$ cat src/design/tlru_pkg.sv
// shared types and constants for the true-lru replacement block
package tlru_pkg;

    localparam int SET_IDX_W = 10;
    localparam int WAY_W     = 4;
    localparam int MASK_W    = 16;
    localparam int BIT_CNT_W = 4;

    localparam logic OP_QUERY  = 1'b0;
    localparam logic OP_UPDATE = 1'b1;

    typedef struct packed {
        logic                 opcode;
        logic [SET_IDX_W-1:0] set_index;
        logic [WAY_W-1:0]     way;
        logic [MASK_W-1:0]    valid_mask;
        logic                 is_writeback;
        logic                 hit;
    } req_t;

    typedef struct packed {
        logic [WAY_W-1:0] victim_way;
        logic             no_victim;
    } rsp_t;

    typedef struct packed {
        logic clr_step;
        logic load;
        logic red_step;
        logic mem_rd;
        logic exec;
    } cmd_t;

    typedef struct packed {
        logic clr_last;
        logic red_last;
    } status_t;

endpackage

$ cat src/design/tlru_ctrl.sv
// sequencer for clearing, set reduction, row read and execute
module tlru_ctrl
    import tlru_pkg::*;
#(
    parameter int SETS = 1024
)
(
    input  logic    clk,
    input  logic    rst_n,
    input  logic    start,
    input  status_t status,
    output cmd_t    cmd,
    output logic    busy
);

    localparam bit DIRECT = (SETS >= (2 ** SET_IDX_W)) || ((SETS & (SETS - 1)) == 0);

    localparam logic [2:0] S_CLEAR  = 3'd0;
    localparam logic [2:0] S_IDLE   = 3'd1;
    localparam logic [2:0] S_REDUCE = 3'd2;
    localparam logic [2:0] S_READ   = 3'd3;
    localparam logic [2:0] S_EXEC   = 3'd4;

    logic [2:0] state_reg;
    logic [2:0] state_next;

    always_comb
    begin
        state_next = state_reg;
        cmd        = '0;
        case (state_reg)
            S_CLEAR:
            begin
                cmd.clr_step = 1'b1;
                if (status.clr_last)
                begin
                    state_next = S_IDLE;
                end
            end
            S_IDLE:
            begin
                if (start)
                begin
                    cmd.load   = 1'b1;
                    state_next = DIRECT ? S_READ : S_REDUCE;
                end
            end
            S_REDUCE:
            begin
                cmd.red_step = 1'b1;
                if (status.red_last)
                begin
                    state_next = S_READ;
                end
            end
            S_READ:
            begin
                cmd.mem_rd = 1'b1;
                state_next = S_EXEC;
            end
            S_EXEC:
            begin
                cmd.exec   = 1'b1;
                state_next = S_IDLE;
            end
            default:
            begin
                state_next = S_IDLE;
            end
        endcase
    end

    always_ff @(posedge clk or negedge rst_n)
    begin
        if (!rst_n)
        begin
            state_reg <= S_CLEAR;
        end
        else
        begin
            state_reg <= state_next;
        end
    end

    assign busy = (state_reg != S_IDLE);

endmodule

$ cat config.mk
export PLATFORM = sky130hd
export DESIGN_NAME = tlru_ctrl
export DESIGN_NICKNAME = d
export VERILOG_FILES = /design/src/design/tlru_pkg.sv /design/src/design/tlru_ctrl.sv
export SDC_FILE = /design/constraint.sdc
export NUM_CORES = 1
export LEC_CHECK = 0
export ABC_AREA = 1
export BUFFER_PORTS_ARGS = -buffer_cell sky130_fd_sc_hd__clkbuf_2
export CAP_MARGIN = 20
export CORE_AREA = 2 2 39 41
export CTS_CLUSTER_DIAMETER = 40
export DETAILED_ROUTE_END_ITERATION = 16
export DIE_AREA = 0 0 41 43
export PLACE_DENSITY = 0.43
export SLEW_MARGIN = 20
export SYNTH_ARGS = -nofsm -noshare
export SYNTH_HDL_FRONTEND = slang
export SYNTH_SLANG_ARGS = --single-unit
$ cat constraint.sdc
create_clock -name clk -period 1.3 [get_ports clk]
set_input_delay 0.065 -clock clk [delete_from_list [all_inputs] [get_ports clk]]
set_output_delay 0.065 -clock clk [all_outputs]
set_load 0.005 [all_outputs]
==> out/qor.csv, run 1 <==
stage,metric,value,unit
synth,postSynth.asyncResetShare,100.0,%
detailed_routing,finalWirelength,499,µm
pwr,p_clk_share,23.9,%
detailed_routing,dr.pass1.iters,4,
clock_tree,cts_resized,0,
floorplan,fp.coreArea,1384,µm²
synth,yosys_warnings,0,
clock_tree,cts_root_buf,clkbuf_4,
timing,setup_tns,0,ns
setup_path,crit_required,1.24,ns
synth,syn_avg_cell_area,7.275,µm²
pwr,leakage,0.1791,nW
detailed_routing,drtAntennaViolNets,0,
timing,fin_crit_sh,89.67,%
clock_tree,cts_tree,done,
floorplan,die_x,41,µm
timing,fin_skew,0.0002897,ns
synth,ys.flop_type,dfrtp_1,
flow_run,max_cap_viol_count,0,
setup_path,startpoint,state_reg[2],
synth,synth.largest_area_cell,dfrtp_1,
place,gp_congestion,0.7130,
final_layout,largest_register_ffs,3,
global_routing,overflow,0,
place,dp_hpwl,383.9,µm
detailed_routing,vias,217,
timing,slew_headroom,85.34,%
clock_tree,post_cts_buffers,0,
clock_tree,htree_levels,1,
synth,ys_types,13,
global_routing,grt_max_degree,7,
global_routing,grt_usage,7.344,%
synth,synth_nets,32,
setup_path,worstSetupEndpointType,output pin,
timing,setup_viol,0,
pwr,pwr-share-comb,47.0,%
setup_path,cp-start-kind,flop,
pwr,p_int,0.0003929,W
timing,timing.final.max_slew_violations,0,
synth,yosysMostFrequentCell,inv_1,
detailed_routing,drt_first_iter_violations,4,
timing,finalHoldViolations,0,
timing,fmax,0.8578,GHz
place,port_buffers,10,
pwr,ir_worst_vdd,0.7866,mV
floorplan,die_y,43,µm
synth,ys_ff_latch,3,
clock_tree,cts_hold_buf,1,
clock_tree,cts_buffers,3,
synth,ys_seq_area_share,38.22,%
global_routing,grt_first_pass_wirelength,807,µm
setup_path,cp_max_fo,5,
clock_tree,clk_pin_slew,0.04,ns
final_layout,antennaDiodeCount,0,
outcome,status,"complete, no violations",
synth,synth_edf_count,0,
final_layout,area_growth,54.14,%
min_path,min_from,start,
clock_tree,clock-sinks,3,
detailed_routing,drc,0,
final_layout,fin_nets,48,
synth,netlist.area_leader.share,38.22,%
timing,worst_pin_slew,0.2200,ns
floorplan,rows,14,
setup_path,crit-reg2reg-launch,state_reg[2],
global_routing,grt_pass1_vias,210,
floorplan,die_area,1763,µm²
pwr,seqPwrFrac,29.1,%
setup_path,crit_arrival,1.10,ns
pwr,power.density,2292,nW/µm²
timing,period_minus_slack,1.166,ns
min_path,hold_class,input pin to flop,
synth,netlist_top_cells_area,"dfrtp_1, inv_1, nor3_1",
global_routing,antenna_found_initial,0,
pwr,finalPower,0.0006941,W
timing,rsz0062_at_grt,no,
synth,synthCells,27,
final_layout,drive_gt1_share,42.86,%
pwr,swShare,43.39,%
floorplan,start_util,14.20,%
clock_tree,clock_path_buffers,2,
synth,synth_common_cells,"inv_1, dfrtp_1, nand2_1, nor2_1, nor3_1",
synth,netlist_area,196.4,µm²
pwr,switchingPower,0.0003012,W
floorplan,num_io_pins,11,
clock_tree,insertion_delay,0.23,ns
detailed_routing,via_per_inst,3.741,
detailed_routing,wl_per_cell,8.603,µm
setup_path,crit_type,flop to output pin,
==> metal layers <==
metal / track usage, % / share of wire (%)
met1: 8.738 / 46
met2: 8.750 / 42
met3: 7.853 / 11
met4: 2.000 / 0
met5: 0 / 0
==> cell type report <==
class,instances,area [µm²]
inverters,7,26.28
repair buffers,11,60.06
multi-input cells,17,95.09
flip-flops and latches,3,75.07
fillers,166,1081
clock buffers,4,26.28
well taps,16,20.02
==> metrics by stage <==
| stage | utilization [%] | setup WS, ns | hold slack (ns) | cell area [µm²] | cells |
|---|---|---|---|---|---|
| finish | 21.88 | 0.1342 | 0.1480 | 302.8 | 58 |
| global route | 21.88 | 0.06589 | 0.1588 | 302.8 | 58 |
| floorplan | - | 0.4270 | -0.2306 | 196.4 | 27 |
| global placement | 19.26 | 0.3163 | -0.1339 | 266.5 | 53 |
| CTS | 21.88 | 0.1189 | 0.1442 | 302.8 | 58 |
| detailed placement | 19.26 | 0.3186 | -0.1320 | 266.5 | 53 |
==> logic make-up (layout without fill, tap and decap cells) <==
logic type / Yosys count / after routing / share of synthesized area, %
AND/OR/NAND/NOR: 16 / 16 / 44.59
buffers and inverters: 7 / 22 / 13.38
flip-flops: 3 / 3 / 38.22
AO/OA/AOI/OAI: 1 / 1 / 3.823
==> worst max-delay path: stages, from the launching register on <==
cell	delay (ns)
dfrtp_1	0.44
inv_2	0.11
nand3_2	0.11
nor2_1	0.10
clkbuf_2	0.11
==> final timing paths <==
| path | endpoint | slack (ns) | depth (start not counted) |
|---|---|---|---|
| worst max-delay path | cmd[3] | 0.13 | 4 |
| worst min-delay path | state_reg[0] | 0.15 | 3 |
| worst max register to register | state_reg[0] | 0.31 | 4 |
| worst min register to register | state_reg[2] | 0.59 | 1 |
| max in group asynchronous | state_reg[0] | 1.03 | 2 |
| min in group asynchronous | state_reg[1] | 0.16 | 2 |
==> power by group through the flow <==
stage | Clock [W] | Sequential, W | Combinational [W]
5_1_grt | 0.000181 | 0.000213 | 0.000375
2_1_floorplan | 0 | 0.000191 | 0.000218
3_5_place_dp | 0 | 0.000203 | 0.000328
6_report | 0.000166 | 0.000202 | 0.000326
4_1_cts | 0.000172 | 0.000203 | 0.000335
3_3_place_gp | 0 | 0.000203 | 0.000329
==> layout by cell type, fill, tap and decap left out <==
| master | n |
|---|---|
| o21bai_1 | 1 |
| clkbuf_1 | 1 |
| nand3_1 | 2 |
| nor3_2 | 1 |
| clkbuf_4 | 3 |
| nand3_2 | 1 |
| nand3b_1 | 1 |
| inv_2 | 2 |
| clkbuf_2 | 10 |
| nor2_1 | 3 |
| dlygate4sd3_1 | 1 |
| nand4_1 | 1 |
| nor3_1 | 3 |
| nor2_2 | 1 |
| dfrtp_1 | 3 |
| inv_1 | 5 |
| nand2_1 | 3 |
No activity file was read; power rests on OpenSTA's default activity.
==> inputs of run 2 (changes only) <==
--- a/config.mk
+++ b/config.mk
@@ -12,6 +12,8 @@
 export CTS_CLUSTER_DIAMETER = 40
 export DETAILED_ROUTE_END_ITERATION = 16
 export DIE_AREA = 0 0 41 43
+export GPL_TIMING_DRIVEN = 0
+export MAX_ROUTING_LAYER = met4
 export PLACE_DENSITY = 0.43
 export SLEW_MARGIN = 20
 export SYNTH_ARGS = -nofsm -noshare
==> run 2 against run 1 <==
Net effect:
- register-to-register slack better by 0.04 ns
- wire length shrank 5.0%
- via count unchanged
- critical path depth did not move
- sequential cell count stayed put
- critical endpoint unchanged
- largest cell class unchanged
- largest power group unchanged
==> out/qor.csv, run 2 (same netlist as run 1, synthesis figures left out) <==
stage,metric,value,unit
outcome,status,"complete, no violations",
detailed_routing,vias,217,
pwr,power.density,2280,nW/µm²
setup_path,reg2reg_depth,4,
detailed_routing,drtAntennaViolNets,0,
timing,worst_pin_slew,0.2168,ns
detailed_routing,drt-met1-wl,211,µm
final_layout,layout_commonest_cell,clkbuf_2,
floorplan,die_x,41,µm
setup_path,cp-start-kind,flop,
setup_path,worstSetupEndpointType,output pin,
timing,rsz0062_at_grt,no,
setup_path,cp_max_fo,5,
global_routing,grt_pass1_vias,168,
detailed_routing,drt_first_iter_violations,2,
min_path,hold_class,input pin to flop,
final_layout,nFillCells,159,
timing,fin_skew,0.0008924,ns
setup_path,crit_required,1.24,ns
clock_tree,cts_hold_buf,1,
global_routing,grt_usage,6.914,%
setup_path,crit-reg2reg-launch,state_reg[2],
floorplan,rows,14,
flow_run,max_cap_viol_count,0,
pwr,leakage,0.1791,nW
clock_tree,clock_path_buffers,2,
place,place_ws,0.3451,ns
detailed_routing,wl_per_cell,8.172,µm
global_routing,overflow,0,
detailed_routing,drc,0,
detailed_routing,routed-wl-met3,73,µm
global_routing,grt_max_degree,7,
timing,setup_viol,0,
min_path,holdPathEnd,state_reg[0],
setup_path,crit_arrival,1.10,ns
detailed_routing,top_layer,met3,
timing,period_minus_slack,1.165,ns
clock_tree,cts_root_buf,clkbuf_4,
setup_path,r2r_slack,0.35,ns
pwr,finalPower,0.0006904,W
floorplan,die_area,1763,µm²
place,dpl_cell_area,266.5,µm²
global_routing,grt_first_pass_wirelength,683,µm
timing,setup_tns,0,ns
final_layout,antennaDiodeCount,0,
final_layout,largest_register_ffs,3,
detailed_routing,via_per_inst,3.741,
timing,worst_hold_slack,0.1421,ns
timing,fmax,0.8580,GHz
min_path,min_from,start,
setup_path,r2r-end,state_reg[0],
place,gp_congestion,0.6810,
clock_tree,clock-sinks,3,
place,port_buffers,10,
clock_tree,cts_resized,0,
place,dp_hpwl,355.8,µm
final_layout,fin_area,302.8,µm²
clock_tree,insertion_delay,0.24,ns
detailed_routing,finalWirelength,474,µm
timing,setup_ws,0.1345,ns
floorplan,die_y,43,µm
timing,slew_headroom,85.55,%
floorplan,start_util,14.20,%
setup_path,crit_type,flop to output pin,
floorplan,num_io_pins,11,
final_layout,drive_gt1_share,42.86,%
detailed_routing,route.met2.wl,189,µm
timing,finalHoldViolations,0,
final_layout,fin_nets,48,
clock_tree,cts_buffers,3,
clock_tree,post_cts_buffers,0,
final_layout,layout.cells.most_common_list,"clkbuf_2, inv_1",
floorplan,fp.coreArea,1384,µm²
timing,timing.final.max_slew_violations,0,
global_routing,antenna_found_initial,0,
timing,fin_crit_sh,89.65,%
min_path,whs_path_depth,3,
clock_tree,clk_pin_slew,0.04,ns
clock_tree,htree_levels,1,
final_layout,area_growth,54.14,%
detailed_routing,dr.pass1.iters,4,
clock_tree,cts_tree,done,
pwr,ir_worst_vdd,0.7966,mV
run 2: cell counts in the layout (fill, tap and decap cells not counted):
No cell type changed its count.
run 2: per-stage QoR:
stage,util (%),cells
after floorplan,-,27
after global placement,19.26,53
after detailed placement,19.26,53
after CTS,21.88,58
after global routing,21.88,58
final,21.88,58
run 2: per-layer routing:
layer	GRT usage, %	vias up
met3	7.853	0
li1	-	115
met1	8.117	89
met2	6.563	13
met4	4.000	0
met5	-	-
run 2: worst max-delay path by stage:
stage | from | endpoint | depth (start not counted)
finish | state_reg[2] | cmd[3] | 4
global placement | state_reg[2] | state_reg[0] | 4
global route | state_reg[0] | cmd[1] | 3
floorplan | state_reg[2] | state_reg[0] | 4
detailed placement | state_reg[2] | state_reg[0] | 4
CTS | state_reg[2] | cmd[3] | 4
run 2: where the power goes:
group	total [W]	switching (W)	internal [W]
combinational	0.000321	0.000181	0.000140
clock	0.000166	0.0000512	0.000115
sequential	0.000203	0.0000652	0.000138
total	0.000690	0.000297	0.000393
run 2: cell type report:
cell class / count / area [µm²] / area share (%)
Inverter: 7 / 26.28 / 8.678
Tap cell: 16 / 20.02 / 6.612
Clock buffer: 4 / 26.28 / 8.678
Sequential cell: 3 / 75.07 / 24.79
Timing Repair Buffer: 11 / 60.06 / 19.83
Multi-Input combinational cell: 17 / 95.09 / 31.41
run 2: worst max-delay path, cell delays in order, from the launching register on:
cell and delay, ns:
dfrtp_1 0.44, inv_2 0.11, nand3_2 0.10, nor2_1 0.10, clkbuf_2 0.11
